==> src/rtl/core/hashed_call_site_counter_table_macros.svh <==
// Assertion macros for the hashed call-site counter table.
// Used by the modules that carry concurrent checks; no other dependencies.
`ifndef HASHED_CALL_SITE_COUNTER_TABLE_MACROS_SVH
`define HASHED_CALL_SITE_COUNTER_TABLE_MACROS_SVH

// same-cycle property, checked out of reset
`define HCSCT_CHECK(label, prop, msg) \
   label: assert property (@(posedge clock) disable iff (reset) (prop)) else $error(msg);

// condition in one cycle implies expectation in the next
`define HCSCT_CHECK_NEXT(label, cond, next_prop, msg) \
   label: assert property (@(posedge clock) disable iff (reset) (cond) |=> (next_prop)) \
      else $error(msg);

`endif

==> src/rtl/core/hcsct_pkg.sv <==
// Package for the hashed call-site counter table: sizes, constants and types.
// No dependencies; used by every module of the block.
package hcsct_pkg;

   localparam int SLOTS       = 4096;
   localparam int IDX_W       = $clog2(SLOTS);
   localparam int PROBE_LIMIT = 64;
   localparam int PROBE_W     = (PROBE_LIMIT > 1) ? $clog2(PROBE_LIMIT) : 1;
   localparam int QUEUE_DEPTH = 2;
   localparam int QPTR_W      = (QUEUE_DEPTH > 1) ? $clog2(QUEUE_DEPTH) : 1;
   localparam int SLOT_IDX_W  = 12;
   localparam int CSR_IDX_W   = 8;

   localparam logic [63:0] HASH_MUL = 64'h9E3779B97F4A7C15;

   localparam logic [31:0] MIN_LENGTH_RESET    = 32'd4096;
   localparam logic [31:0] DUMP_INTERVAL_RESET = 32'd200000;

   localparam logic [CSR_IDX_W-1:0] CSR_MIN_LENGTH    = CSR_IDX_W'(0);
   localparam logic [CSR_IDX_W-1:0] CSR_DUMP_INTERVAL = CSR_IDX_W'(1);

   typedef logic [IDX_W-1:0]      idx_type;
   typedef logic [PROBE_W-1:0]    probe_type;
   typedef logic [SLOT_IDX_W-1:0] slot_idx_type;
   typedef logic [QPTR_W-1:0]     qptr_type;
   typedef logic [QPTR_W:0]       qcount_type;

   localparam probe_type PROBE_LAST = probe_type'(PROBE_LIMIT - 1);
   localparam idx_type   IDX_LAST   = idx_type'(SLOTS - 1);

   typedef struct packed {
      logic [63:0] addr;
      logic [1:0]  ctype;
      logic [31:0] len;
      logic        is_large;
      idx_type     hash;
   } req_item_type;

   typedef struct packed {
      logic full;
      logic empty;
   } queue_status_type;

   typedef struct packed {
      logic clearing;
   } back_status_type;

   typedef struct packed {
      logic [63:0] addr;
      logic [1:0]  ctype;
      logic [63:0] calls;
      logic [63:0] bytes;
   } slot_entry_type;

endpackage

==> src/rtl/core/hcsct_queue.sv <==
// Short request queue between front and back end.
// Depends on hcsct_pkg for the item type and depth.
module hcsct_queue (
   input  logic                        clock,
   input  logic                        reset,
   input  logic                        push,
   input  hcsct_pkg::req_item_type     push_item,
   input  logic                        pop,
   output hcsct_pkg::req_item_type     head,
   output hcsct_pkg::queue_status_type status
);

   hcsct_pkg::req_item_type entry_ff [hcsct_pkg::QUEUE_DEPTH];
   hcsct_pkg::qptr_type     wr_ptr_ff, wr_ptr_in;
   hcsct_pkg::qptr_type     rd_ptr_ff, rd_ptr_in;
   hcsct_pkg::qcount_type   count_ff, count_in;

   assign head         = entry_ff[rd_ptr_ff];
   assign status.empty = (count_ff == '0);
   assign status.full  = (count_ff == hcsct_pkg::qcount_type'(hcsct_pkg::QUEUE_DEPTH));

   assign wr_ptr_in = push ? wr_ptr_ff + 1'b1 : wr_ptr_ff;
   assign rd_ptr_in = pop ? rd_ptr_ff + 1'b1 : rd_ptr_ff;

   always_comb begin
      count_in = count_ff;
      if (push && !pop) begin
         count_in = count_ff + 1'b1;
      end else if (pop && !push) begin
         count_in = count_ff - 1'b1;
      end
   end

   always_ff @(posedge clock) begin
      if (reset) begin
         wr_ptr_ff <= '0;
         rd_ptr_ff <= '0;
         count_ff  <= '0;
      end else begin
         wr_ptr_ff <= wr_ptr_in;
         rd_ptr_ff <= rd_ptr_in;
         count_ff  <= count_in;
      end
   end

   always_ff @(posedge clock) begin
      if (push) begin
         entry_ff[wr_ptr_ff] <= push_item;
      end
   end

endmodule

==> config.mk <==
export PLATFORM = sky130hd
export DESIGN_NAME = hcsct_queue
export DESIGN_NICKNAME = d
export VERILOG_FILES = /design/src/rtl/core/hashed_call_site_counter_table_macros.svh /design/src/rtl/core/hcsct_pkg.sv /design/src/rtl/core/hcsct_queue.sv
export SDC_FILE = /design/constraint.sdc
export NUM_CORES = 1
export LEC_CHECK = 0
export BUFFER_PORTS_ARGS = -buffer_cell sky130_fd_sc_hd__buf_2
export CAP_MARGIN = 15
export CELL_PAD_IN_SITES_DETAIL_PLACEMENT = 0
export CELL_PAD_IN_SITES_GLOBAL_PLACEMENT = 2
export CORE_UTILIZATION = 38
export DETAILED_ROUTE_END_ITERATION = 7
export PLACE_DENSITY_LB_ADDON = 0.1
export SLEW_MARGIN = 20
export SYNTH_ARGS = -nofsm -noshare
export SYNTH_HDL_FRONTEND = slang
export SYNTH_SLANG_ARGS = --single-unit
==> constraint.sdc <==
create_clock -name clock -period 8.3 [get_ports clock]
set_input_delay 1.66 -clock clock [delete_from_list [all_inputs] [get_ports clock]]
set_output_delay 1.66 -clock clock [all_outputs]
set_load 0.005 [all_outputs]
* Word level (Yosys, flattened, before mapping)
Memories as Yosys holds them, arrays and structs flattened. A register that Yosys moved wholly into a read port is not among the register bits.
Cells that the tools add are included.
** Storage, ports and cells
- Register bits :: 4
- RAM bits :: 222
- Bits of input ports :: 115
- Output and inout port bits :: 113
- Logic and storage cells :: 21
- Memories :: 1
** Memories
- entry_ff :: words 2, width 111, rd ports 1, clocked after memory_dff 1, write ports 1, RTL line hcsct_queue.sv:13 : hcsct_pkg::req_item_type entry_ff [hcsct_pkg::QUEUE_DEPTH];
** Cells by class
- Add/sub/neg operators :: 4
- Equal/unequal tests :: 1
- Multiplexer cells :: 6
- Reduce and logical (&&, ||, !) cells :: 6
** Operators with widths (count)
- $mux W1 :: 4
- $mux W2 :: 2
- $add A1 B1 Y1 const B :: 2
- $add A2 B1 Y2 const B :: 1
- $eq A2 B2 Y1 const B :: 1
- $logic_and A1 B1 Y1 :: 2
- $logic_not A1 Y1 :: 2
- $logic_not A2 Y1 :: 1
- $reduce_bool A2 Y1 :: 1
- $sub A2 B1 Y2 const B :: 1

* Logic depth before layout (Yosys ltp)
- Word-level depth :: 4
- Mapped depth :: 5
- Mapped depth without buffers :: 5

* Worst setup path after synthesis
Ideal clock, no wire load.
- Path type :: input-to-reg
- From :: in push
- To :: mem entry_ff[0][0] (netlist bit) (enable)
- Library setup time :: 0.595 ns
- Arrival :: 6.482 ns
- Required time :: 7.705 ns
- Slack :: 1.223 ns
- Cell stages on the path :: 1
- Buffers on the path :: 0
- Cells stage by stage :: nor2b_1
** Between the ends
- Word-level cells in the longest chain between the ends :: 2
** Ends and longest elaborated chain
- start, declared :: RTL line hcsct_queue.sv:6 : input logic push,
- $mux W1 :: RTL line hcsct_queue.sv:47 : if (push) begin
- $mux W1 (implied by the code) :: RTL line hcsct_queue.sv:48 : entry_ff[wr_ptr_ff] <= push_item;
- end, declared :: RTL line hcsct_queue.sv:13
Every way passes these cells.

==> metrics.md <==
| Metric | Value |
|---|---|
| Max IR drop VDD | `0.1658 mV` |
| Share of the synthesized area in the top cell type | `80.84%` |
| Share of cells above drive strength 1 | `60.51%` |
| GRT overflow | `0` |
| Largest area contributor in the netlist | `edfxtp_1` |
| PD cells | `250.0 nW/µm²` |
| Final HPWL DP | `10.40 mm` |
| Most frequent cells in the layout | `227 x buf_2, 222 x edfxtp_1, 111 x mux2_2` |
| Die Span Y | `149.3 µm` |
| Commonest non-fill, non-tap cell in the layout | `buf_2` |
| Router iterations before antenna repair | `4` |
| WL final | `15.70 mm` |
| CP endpoint kind | `primary output` |
| Hold buffer count at CTS | `0` |
| Max FO, Critical Path | `52` |
| H-Tree Depth | `1` |
| Fin crit period | `4155 ps` |
| Met2 Routed Length | `7.485 mm` |
| Setup_tns | `0 ps` |
| CTS resizes | `0` |
| Crit path DAT | `2500 ps` |
| Synth Instances | `367` |
| Fin. Hold Viols | `0` |
| Status | `finished, final reports clean` |
| Multiplexer share of the synthesized area | `15.16%` |
| Final cell count without fillers | `905` |
| Final Util | `49.29%` |
| Unique masters post-synth | `16` |
| Combinational family with the most area after synthesis | `multiplexers` |
| Die area | `22300 µm²` |
| Highest metal used | `met5` |
| Via density | `4.565` |
| Clock buffer count from CTS | `24` |
| CTS max path bufs | `3` |
| Worst Setup Start Kind | `flop` |
| Post-Syn Area | `8247 µm²` |
| Syn nets | `483` |
| Port Buf Inserts | `227` |
| Fin. max-slew vios | `0` |
| Hold slack | `508.1 ps` |
| Adder-cell area share of the yosys netlist | `0.1517%` |
| RSZ-0062 raised after global routing | `false` |
| Core area | `21150 µm²` |
| Hold crit path type | `flop to flop` |
| Max_slew headroom | `44.04%` |
| Global Route Usage Sum | `13.91%` |
| Routed WL per cell | `17.34 µm` |
| Setup Skew | `3.100 ps` |
| First-pass GRT wire length | `23.24 mm` |
| Tcrit/Tclk final | `50.06%` |
| Initial cell density of the core | `38.98%` |
| Xor/xnor share of the synthesized area | `0.4248%` |
| Area growth syn-to-layout | `26.43%` |
| Placed cells | `862` |
| Max_cap viols | `0` |
| # fillers | `1815` |
| Final Power | `2.607 mW` |
| Antenna Violating Nets Remaining | `0` |
| Slew @ Worst Pin | `839.4 ps` |
| Placer congestion estimate | `0.7260` |
| Setup violations, final | `0` |
| Seq/Total Area, Yosys | `82.05%` |
| Nets | `729` |
| Top post-synthesis cells by area | `edfxtp_1 81%, mux2_2 15%, buf_6 1.4%` |
| Max Clk Rate | `0.2407 GHz` |
| CTS sink count | `227` |
| Clock latency on the worst-skew pair | `500 ps` |
| Static Leak | `3.895 nW` |
| Largest net degree at the start of global routing | `62` |
| Number of synthesized register bits | `227` |
| Req. time, crit path | `6640 ps` |
| DRT iter0 DRCs | `219` |
| Synth Area in Compound Gates | `0.1214%` |
| Metal3 WL | `1.574 mm` |
| Clock Pin Slew Worst Setup and Hold Paths | `60 ps` |
| Row cnt | `53` |
| Post-synthesis area per instance | `22.47 µm²` |
| Post-CTS Setup Bufs | `0` |
| Vias in the first global route | `4231` |
| WL met1 | `6.361 mm` |
| YS warnings | `0` |
| I/O Pins | `228` |
| Initial antenna violation count | `4` |
| Via count | `4131` |
| Die W | `149.3 µm` |
| Drc violations | `0` |
| Crit path kind | `flop to primary output` |
| Synth Area in Simple Gates | `0.5614%` |
| Root Driver | `clkbuf_16` |
| CTS tree | `built` |
stage by stage:
step / worst slack, ps / instance area, µm²
floorplan: 1223 / 8247
global placement: 4440 / 9648
detailed placement: 4574 / 9676
CTS: 4078 / 10420
global route: 3979 / 10420
finish: 4145 / 10430
worst paths after layout:
| path | from | end | slack, ps | cells past startpoint |
|---|---|---|---|---|
| worst max-delay path | flop | head[103] | 4140 | 4 |
| worst min-delay path | count_ff[1]$_SDFFE_PP0P_ | count_ff[1]$_SDFFE_PP0P_ | 510 | 2 |
| worst max register to register | wr_ptr_ff$_SDFFE_PP0P_ | entry_ff[1][8]$_DFFE_PP_ | 6040 | 2 |
| worst min register to register | count_ff[1]$_SDFFE_PP0P_ | count_ff[1]$_SDFFE_PP0P_ | 510 | 2 |
area by class of cell:
class / instances / area [µm²] / share of cell area (%)
multi-input cells: 127 / 1364 / 13.08
repair buffers: 232 / 1194 / 11.45
well taps: 275 / 344.1 / 3.300
clock inverters: 9 / 93.84 / 0.9000
diodes: 2 / 5.005 / 0.04800
clock buffers: 32 / 651.9 / 6.252
inverters: 1 / 3.754 / 0.03600
flip-flops and latches: 227 / 6770 / 64.93
power by group:
part           internal (mW)  switching (mW)
logic                  0.125           0.118
registers               1.34          0.0201
clock network          0.609           0.396
cells by family (layout without fill, tap and decap cells):
kind of cell	after synthesis	in the layout
mux	111	111
xor+xnor	4	4
simple gates	9	9
compound gates	2	2
fa+ha+maj	1	1
flops	227	227
other cells	0	2
buf+inv	13	274
cell usage after synthesis:
library cell,count
xor2_1,2
inv_1,1
or3_1,1
edfxtp_1,222
nor2_1,5
mux2_2,111
nor2b_1,1
o21ai_0,1
and2_1,1
buf_2,2
a21oi_1,1
ha_1,1
dfxtp_1,5
buf_6,10
and2b_2,1
xnor2_1,2
state kept, by name, indices dropped and copies added, names as in the netlist, named ones only:
name / count
rd_ptr_ff: 1
wr_ptr_ff: 1
entry_ff: 222
count_ff: 2
layer usage:
metal | track usage (%) | up-vias
li1 | - | 1952
met1 | 17.92 | 1989
met2 | 21.95 | 161
met3 | 5.291 | 25
met4 | 3.776 | 4
met5 | 0 | -
critical path, stage by stage, from the launching register on:
cell and delay (ps):
dfxtp_4 580, buf_4 490, buf_16 310, mux2_2 400, buf_2 130
No activity file was read; power rests on OpenSTA's default activity.
