===== src/rtl/core/hashed_call_site_counter_table_macros.svh =====
// Assertion macros for the hashed call-site counter table.
// Used by the modules that carry concurrent checks; no other dependencies.
`ifndef HASHED_CALL_SITE_COUNTER_TABLE_MACROS_SVH
`define HASHED_CALL_SITE_COUNTER_TABLE_MACROS_SVH

// same-cycle property, checked out of reset
`define HCSCT_CHECK(label, prop, msg) \
   label: assert property (@(posedge clock) disable iff (reset) (prop)) else $error(msg);

// condition in one cycle implies expectation in the next
`define HCSCT_CHECK_NEXT(label, cond, next_prop, msg) \
   label: assert property (@(posedge clock) disable iff (reset) (cond) |=> (next_prop)) \
      else $error(msg);

`endif


===== src/rtl/core/hcsct_pkg.sv =====
// Package for the hashed call-site counter table: sizes, constants and types.
// No dependencies; used by every module of the block.
package hcsct_pkg;

   localparam int SLOTS       = 4096;
   localparam int IDX_W       = $clog2(SLOTS);
   localparam int PROBE_LIMIT = 64;
   localparam int PROBE_W     = (PROBE_LIMIT > 1) ? $clog2(PROBE_LIMIT) : 1;
   localparam int QUEUE_DEPTH = 2;
   localparam int QPTR_W      = (QUEUE_DEPTH > 1) ? $clog2(QUEUE_DEPTH) : 1;
   localparam int SLOT_IDX_W  = 12;
   localparam int CSR_IDX_W   = 8;

   localparam logic [63:0] HASH_MUL = 64'h9E3779B97F4A7C15;

   localparam logic [31:0] MIN_LENGTH_RESET    = 32'd4096;
   localparam logic [31:0] DUMP_INTERVAL_RESET = 32'd200000;

   localparam logic [CSR_IDX_W-1:0] CSR_MIN_LENGTH    = CSR_IDX_W'(0);
   localparam logic [CSR_IDX_W-1:0] CSR_DUMP_INTERVAL = CSR_IDX_W'(1);

   typedef logic [IDX_W-1:0]      idx_type;
   typedef logic [PROBE_W-1:0]    probe_type;
   typedef logic [SLOT_IDX_W-1:0] slot_idx_type;
   typedef logic [QPTR_W-1:0]     qptr_type;
   typedef logic [QPTR_W:0]       qcount_type;

   localparam probe_type PROBE_LAST = probe_type'(PROBE_LIMIT - 1);
   localparam idx_type   IDX_LAST   = idx_type'(SLOTS - 1);

   typedef struct packed {
      logic [63:0] addr;
      logic [1:0]  ctype;
      logic [31:0] len;
      logic        is_large;
      idx_type     hash;
   } req_item_type;

   typedef struct packed {
      logic full;
      logic empty;
   } queue_status_type;

   typedef struct packed {
      logic clearing;
   } back_status_type;

   typedef struct packed {
      logic [63:0] addr;
      logic [1:0]  ctype;
      logic [63:0] calls;
      logic [63:0] bytes;
   } slot_entry_type;

endpackage


===== src/rtl/core/hcsct_front.sv =====
// Front end: takes requests, classifies them by length and hashes large ones.
// Depends on hcsct_pkg; pushes classified requests into hcsct_queue.
module hcsct_front (
   input  logic                     clock,
   input  logic                     reset,
   input  logic                     req_valid,
   output logic                     req_stall,
   input  logic [63:0]              req_return_address,
   input  logic [1:0]               req_call_type,
   input  logic [31:0]              req_length,
   input  logic [31:0]              min_length,
   input  hcsct_pkg::back_status_type  back_status,
   input  hcsct_pkg::queue_status_type q_status,
   output logic                     push,
   output hcsct_pkg::req_item_type  push_item
);

   localparam logic [2:0] F_IDLE = 3'd0;
   localparam logic [2:0] F_MUL0 = 3'd1;
   localparam logic [2:0] F_MUL1 = 3'd2;
   localparam logic [2:0] F_MUL2 = 3'd3;
   localparam logic [2:0] F_PUSH = 3'd4;

   logic [2:0]  state_ff, state_in;
   logic [63:0] addr_ff;
   logic [1:0]  ctype_ff;
   logic [31:0] len_ff;
   logic        large_ff;
   logic [31:0] acc_ff, acc_in;
   logic [31:0] mul_a, mul_b;
   logic [63:0] product;
   logic        accept;

   assign req_stall = (state_ff != F_IDLE) || back_status.clearing;
   assign accept    = req_valid && !req_stall;

   // 64x64 low product split in three 32x32 partial products
   always_comb begin
      unique case (state_ff)
         F_MUL1: begin
            mul_a = addr_ff[63:32];
            mul_b = hcsct_pkg::HASH_MUL[31:0];
         end
         F_MUL2: begin
            mul_a = addr_ff[31:0];
            mul_b = hcsct_pkg::HASH_MUL[63:32];
         end
         default: begin
            mul_a = addr_ff[31:0];
            mul_b = hcsct_pkg::HASH_MUL[31:0];
         end
      endcase
   end

   assign product = {32'd0, mul_a} * {32'd0, mul_b};

   always_comb begin
      unique case (state_ff)
         F_MUL0:  acc_in = product[63:32];
         F_MUL1:  acc_in = acc_ff + product[31:0];
         F_MUL2:  acc_in = acc_ff + product[31:0];
         default: acc_in = acc_ff;
      endcase
   end

   assign push = (state_ff == F_PUSH) && !q_status.full;

   always_comb begin
      push_item.addr     = addr_ff;
      push_item.ctype    = ctype_ff;
      push_item.len      = len_ff;
      push_item.is_large = large_ff;
      push_item.hash     = acc_ff[31 -: hcsct_pkg::IDX_W];
   end

   always_comb begin
      state_in = state_ff;
      unique case (state_ff)
         F_IDLE: begin
            if (accept) begin
               state_in = (req_length >= min_length) ? F_MUL0 : F_PUSH;
            end
         end
         F_MUL0: state_in = F_MUL1;
         F_MUL1: state_in = F_MUL2;
         F_MUL2: state_in = F_PUSH;
         F_PUSH: begin
            if (push) begin
               state_in = F_IDLE;
            end
         end
         default: state_in = F_IDLE;
      endcase
   end

   always_ff @(posedge clock) begin
      if (reset) begin
         state_ff <= F_IDLE;
      end else begin
         state_ff <= state_in;
      end
   end

   always_ff @(posedge clock) begin
      acc_ff <= acc_in;
      if (accept) begin
         addr_ff  <= req_return_address;
         ctype_ff <= req_call_type;
         len_ff   <= req_length;
         large_ff <= (req_length >= min_length);
      end
   end

endmodule


===== config.mk =====
export PLATFORM = sky130hd
export DESIGN_NAME = hcsct_front
export DESIGN_NICKNAME = d
export VERILOG_FILES = /design/src/rtl/core/hashed_call_site_counter_table_macros.svh /design/src/rtl/core/hcsct_pkg.sv /design/src/rtl/core/hcsct_front.sv
export SDC_FILE = /design/constraint.sdc
export NUM_CORES = 2
export LEC_CHECK = 0
export BUFFER_PORTS_ARGS = -buffer_cell sky130_fd_sc_hd__clkbuf_2
export CAP_MARGIN = 30
export CORE_UTILIZATION = 64
export DETAILED_ROUTE_END_ITERATION = 7
export GPL_ROUTABILITY_DRIVEN = 0
export PLACE_DENSITY = 0.84
export SLEW_MARGIN = 10
export SYNTH_ARGS = -nofsm -noshare
export SYNTH_HDL_FRONTEND = slang
export SYNTH_SLANG_ARGS = --single-unit

===== constraint.sdc =====
create_clock -name clock -period 14.4 [get_ports clock]
set_input_delay 1.44 -clock clock [delete_from_list [all_inputs] [get_ports clock]]
set_output_delay 1.44 -clock clock [all_outputs]
set_load 0.01 [all_outputs]

After elaboration in Yosys (flattened, before gate mapping)
Cells that the tools add are included.
- flip-flop bits (word level): 134
- input bits: 136
- reductions and logical operators: 10
- multipliers: 1
- add/sub/neg operators: 1
- order comparisons: 1
- eq/ne operators: 6
- muxes and demuxes: 7
- operators by type and width (kind ; count):
    $mul A32 B32 Y64 ; 1
    $mux W32 ; 2
    $pmux W32 S2 ; 1
    $add A32 B32 Y32 ; 1
    $ge A32 B32 Y1 ; 1
    $pmux W3 S5 ; 1
    $mux W3 ; 3
    $eq A3 B2 Y1 const B ; 2
    $ne A2 B2 Y1 const B ; 2
    $eq A3 B1 Y1 const B ; 1
    $eq A3 B3 Y1 const B ; 1
    $logic_not A3 Y1 ; 1
    $reduce_bool A3 Y1 ; 1
    $logic_and A1 B1 Y1 ; 2
    $logic_not A1 Y1 ; 2
    $reduce_and A2 Y1 ; 1
    $reduce_bool A2 Y1 ; 1
    $reduce_or A2 Y1 ; 1
    $logic_or A1 B1 Y1 ; 1

Longest topological paths before layout
- depth after elaboration: 6
- mapped depth: 39
- gate-level depth less buffers: 36

Worst setup path after synthesis
Ideal clock, no wire load.
- path type: flip-flop to flip-flop
- start point: register state_ff[1]
- end point: register acc_ff[31] (data pin)
- required time: 14.131 ns
- data arrival time: 9.705 ns
- path buffers: 4
- stages on the path, launching flop included: 37
- clock period less this slack: 9.974 ns
- path slack: 4.426 ns
- path through: dfxtp_1 -> buf_4 -> or3b_1 -> buf_6 -> clkbuf_1 -> buf_1 -> mux2i_1 -> inv_1 -> nand2_1 -> inv_1 -> fa_1 -> ha_1 -> inv_1 -> fa_1 -> fa_1 -> inv_1 -> fa_1 -> inv_1 -> fa_1 -> inv_1 -> fa_1 -> fa_1 -> ha_1 -> nand2_1 -> or3_1 -> nand3b_1 -> xor2_1 -> ha_1 -> nand4_1 -> or3_1 -> or4_4 -> a21o_4 -> a31oi_1 -> or4_1 -> a31oi_1 -> xnor2_1 -> mux2i_1
- longest elaborated chain between the ends: 5
- elaborated cells between the ends (all ways): 9
- ends and longest elaborated chain (what ; RTL line ; text):
    start, declared ; hcsct_front.sv:24 ; logic [2:0] state_ff, state_in;
    start signal, assigned ; hcsct_front.sv:100 ; state_ff <= state_in;
    $eq A3 B2 Y1 ; hcsct_front.sv:39, hcsct_front.sv:58 ;
    $mux W32 ; hcsct_front.sv:39 ; unique case (state_ff)
    $mul A32 B32 Y64 ; hcsct_front.sv:55 ; assign product = {32'd0, mul_a} * {32'd0, mul_b};
    $add A32 B32 Y32 ; hcsct_front.sv:60, hcsct_front.sv:61 ;
    $pmux W32 S2 * ; hcsct_front.sv:58 ; unique case (state_ff)
    via acc_in[31] ; hcsct_front.sv:29 ; logic [31:0] acc_ff, acc_in;
    end signal, assigned ; hcsct_front.sv:105 ; acc_ff <= acc_in;
    end, declared ; hcsct_front.sv:29 ;
The timed path passes the listed nets; every way through them passes the cells marked *.
A chain may end at the register's enable or synchronous reset.

Worst setup path in the final report
- start point: register state_ff[2]
- end point: register acc_ff[31] (data pin)
Same word-level chain as after synthesis.

==> results.txt <==
Detailed routing inserted a total of 23500 vias. Among all flip-flop cells after synthesis, the most frequent one is sky130_fd_sc_hd__edfxtp_1. The effective utilization at floorplan is 64.8%. The first-pass GRT wire length is 137000 um. For this design the top-level I/O count stands at 249. TritonCTS built the clock tree. The clock transition at the registers of the reported paths is 0.08 ns. The final period demand of the worst path came out at 11.14 ns. Of the post-synthesis cell area, the part taken by muxes is 1.11%.

The number of global-route vias before repair is 24500. The post-synthesis xor/xnor area fraction came out at 2.74%. The global route total overflow is 0. The vertical die dimension came out at 225 um. The post-place instance area is 33500 um2. The area added between synthesis and finish is 7.46%. Entering global routing, the biggest net connects 59 pins.

In the finished design, the share of the clock period the worst path needs comes to 77.3%. On the final layout, the worst hold slack is 0.629 ns. The max-slew headroom at the worst pin came out at 34.7%. Measured on the finished design, the core utilization comes to 69.6%. After detailed routing, the average wire length per cell comes to 22.6 um. In this run the worst hold path is classified as flop to flop. The worst setup path is launched from a flop. The number of buffers created by CTS is 17. Each instance of the synthesized netlist takes up on average 10.3 um2. The sort of element at the end of the critical path is a flop.

Counting flops and latches in the post-synthesis netlist gives 134. The detailed-routing iteration count for the pre-antenna-repair pass came out at 6. The cell area after layout is 34100 um2.

For this run, asynchronously set or reset flops after synthesis account for 0%. Clock tree synthesis selected as its root buffer the cell sky130_fd_sc_hd__clkbuf_16. The worst setup path is of the flop to flop kind.

At the worst endpoint, the required time is 14.64 ns. The number of standard-cell rows in the floorplan came out at 81. The max-slew violation total from the final report was 0. Across the run, the number of max-cap violations was 0.

At the worst endpoint, the arrival time is 11.38 ns. Once detail routing completed, the nets flagged for antenna violations numbered 0. The final count of hold timing violations came out at 0. The basic-gate share of the synthesized area counting and, or, nand and nor cells came out at 6.18%. The share of final-layout standard cells stronger than drive strength 1 is 9.57%. The adder and majority cell fraction of the synthesized area came out at 59.0%. The number of antenna violations at the first check in global routing came out at 0.

The global-route total usage across every layer came out at 37.1%. The number of synthesized flops with an enable pin is 131. The clock insertion delay at the later pin of the skew report came out at 0.50 ns.

The total inserted antenna cells is 0. The count of different cell masters after synthesis is 72. By area, the combinational part of the netlist is dominated by adder cells.

The count of buffers added on input and output ports is 247. Setup repair after global routing left no endpoint under its margin. The setup skew after layout is 0.0240 ns. The routed design has 89400 um of wire. Of all nets on the critical path, the largest fanout is 26. Counting stages on the worst path, the most repeated cell is sky130_fd_sc_hd__fa_1. The longest clock path from root to sink contains 2 buffers. The vias per cell is 5.94. The area of the die is 50400 um2. The area of the mapped netlist is 31700 um2. For the pin with the worst max-slew slack, the measured transition is 0.952 ns. The run finished with clean final reports.

The DRC violation count after routing came out at 0. The share of synthesized area occupied by flip-flops and latches came out at 12.6%. For this design, the slowest cell found on the critical path is sky130_fd_sc_hd__mux2i_1. In this run, post-CTS hold repair placed 0 buffers. The worst stage delay on the critical path came out at 0.86 ns.

The compound-gate portion of the synthesized area came out at 7.59%. The deepest level of the CTS H-tree is 4. For this run, the number of Yosys warnings is 0. The total core area is 49000 um2. The number of gates resized after CTS came out at 0. The achievable frequency came out at 89.8 MHz. In this run the post-CTS setup repair buffer count came out at 0. The placed wire-length estimate after detailed placement came out at 76800 um. The violation count after the first detailed-routing iteration came out at 2318. Setup violations remaining at the end of the flow were counted as 0. Setup total negative slack on the finished layout was measured at 0 ns. The net count of the finished layout came out at 4546. In this run the horizontal extent of the chip is 225 um. The number of clock sinks seen by CTS is 134. After technology mapping, the gate count stands at 3092.
## per-layer routing
layer | global-route usage, % | share of wire [%] | vias up
li1 | - | - | 10200
met1 | 46.4 | 35 | 11400
met2 | 58.3 | 46 | 1516
met3 | 9.20 | 11 | 362
met4 | 23.1 | 7.1 | 0
met5 | 0 | 0 | -
## state kept, by name (all words and copies together), names as in the netlist
name,flops
len_ff,32
state_ff,3
acc_ff,32
ctype_ff,2
addr_ff,64
large_ff,1
## final timing paths
path                from          end  slack [ns]  cells past startpoint
min          state_ff[1]  state_ff[1]        0.63                      2
max          state_ff[2]   acc_ff[31]        3.26                     31
max reg2reg  state_ff[2]   acc_ff[31]        3.26                     31
min reg2reg  state_ff[1]  state_ff[1]        0.63                      2
## kinds of logic (layout without fill, tap and decap cells)
logic type / count (synthesis) / in the layout
other: 2 / 32
multiplexers: 35 / 35
adder cells (fa/ha/maj): 1133 / 1133
AND/OR/NAND/NOR: 418 / 418
buffers and inverters: 890 / 1059
AO/OA/AOI/OAI: 381 / 381
XOR/XNOR: 99 / 99
flip-flops: 134 / 134
## Yosys cell counts, types with 4 or more instances
| cell type | instances | share of area [%] |
|---|---|---|
| sky130_fd_sc_hd__nor2b_1 | 11 | 0.22 |
| sky130_fd_sc_hd__o21ai_0 | 76 | 1.2 |
| sky130_fd_sc_hd__nand2b_1 | 18 | 0.36 |
| sky130_fd_sc_hd__xor2_1 | 31 | 0.86 |
| sky130_fd_sc_hd__a21oi_1 | 118 | 1.9 |
| sky130_fd_sc_hd__o21a_1 | 11 | 0.26 |
| sky130_fd_sc_hd__a31oi_1 | 23 | 0.45 |
| sky130_fd_sc_hd__xnor2_1 | 68 | 1.9 |
| sky130_fd_sc_hd__nor3_1 | 16 | 0.25 |
| sky130_fd_sc_hd__a211o_1 | 5 | 0.14 |
| sky130_fd_sc_hd__nand3_1 | 45 | 0.71 |
| sky130_fd_sc_hd__mux2i_1 | 35 | 1.1 |
| sky130_fd_sc_hd__clkbuf_1 | 99 | 1.2 |
| sky130_fd_sc_hd__fa_1 | 604 | 38 |
| sky130_fd_sc_hd__nand2_1 | 187 | 2.2 |
| sky130_fd_sc_hd__inv_1 | 764 | 9.0 |
| sky130_fd_sc_hd__a211oi_1 | 6 | 0.14 |
| sky130_fd_sc_hd__buf_1 | 8 | 0.095 |
| sky130_fd_sc_hd__or3_1 | 5 | 0.099 |
| sky130_fd_sc_hd__and4_1 | 6 | 0.17 |
| sky130_fd_sc_hd__o211ai_1 | 15 | 0.36 |
| sky130_fd_sc_hd__nor2_1 | 66 | 0.78 |
| sky130_fd_sc_hd__a21o_1 | 55 | 1.3 |
| sky130_fd_sc_hd__and3_1 | 18 | 0.36 |
| sky130_fd_sc_hd__a2111oi_0 | 5 | 0.14 |
| sky130_fd_sc_hd__a22oi_1 | 4 | 0.095 |
| sky130_fd_sc_hd__o21bai_1 | 19 | 0.45 |
| sky130_fd_sc_hd__o21ai_1 | 4 | 0.063 |
| sky130_fd_sc_hd__nand4_1 | 18 | 0.36 |
| sky130_fd_sc_hd__and2_1 | 7 | 0.14 |
| sky130_fd_sc_hd__ha_1 | 528 | 21 |
| sky130_fd_sc_hd__edfxtp_1 | 131 | 12 |
| sky130_fd_sc_hd__buf_4 | 14 | 0.33 |
| sky130_fd_sc_hd__o31ai_1 | 5 | 0.12 |
| sky130_fd_sc_hd__a31o_2 | 4 | 0.11 |
## layout make-up
type	count	area (um2)
tap	664	831
fill	3424	14900
clock inverter	15	176
timing repair buffer	261	1340
multi-input combinational	2098	24400
sequential	134	4000
inverter	766	2880
clock buffer	17	425
## per-stage QoR
stage	std cells	worst slack, ns
2_1_floorplan	3122	4.43
3_3_place_gp	3923	3.62
3_5_place_dp	3923	3.43
4_1_cts	3955	3.41
5_1_grt	3955	2.84
6_report	3955	3.26
## placed cells by master (no fill, tap or decap), types with 18 or more instances in the layout
cell / instances
sky130_fd_sc_hd__a21o_1: 55
sky130_fd_sc_hd__a21oi_1: 118
sky130_fd_sc_hd__a31oi_1: 23
sky130_fd_sc_hd__and3_1: 18
sky130_fd_sc_hd__clkbuf_2: 247
sky130_fd_sc_hd__conb_1: 32
sky130_fd_sc_hd__edfxtp_1: 131
sky130_fd_sc_hd__fa_1: 604
sky130_fd_sc_hd__ha_1: 528
sky130_fd_sc_hd__inv_1: 764
sky130_fd_sc_hd__mux2i_1: 35
sky130_fd_sc_hd__nand2_1: 187
sky130_fd_sc_hd__nand2b_1: 18
sky130_fd_sc_hd__nand3_1: 45
sky130_fd_sc_hd__nand4_1: 18
sky130_fd_sc_hd__nor2_1: 65
sky130_fd_sc_hd__o21ai_0: 76
sky130_fd_sc_hd__o21bai_1: 19
sky130_fd_sc_hd__xnor2_1: 68
sky130_fd_sc_hd__xor2_1: 31
## critical path, delay by kind of cell, from the launching register on
family / cells / cell delay (ns)
AO/OA/AOI/OAI: 5 / 1.36
flip-flops: 1 / 0.53
adder cells (fa/ha/maj): 10 / 4.45
AND/OR/NAND/NOR: 7 / 2.00
multiplexers: 2 / 0.95
XOR/XNOR: 2 / 0.45
buffers and inverters: 5 / 1.08
Power is not shown: default switching activity piles up to over one toggle a cycle in this logic, so the estimate is an artifact.
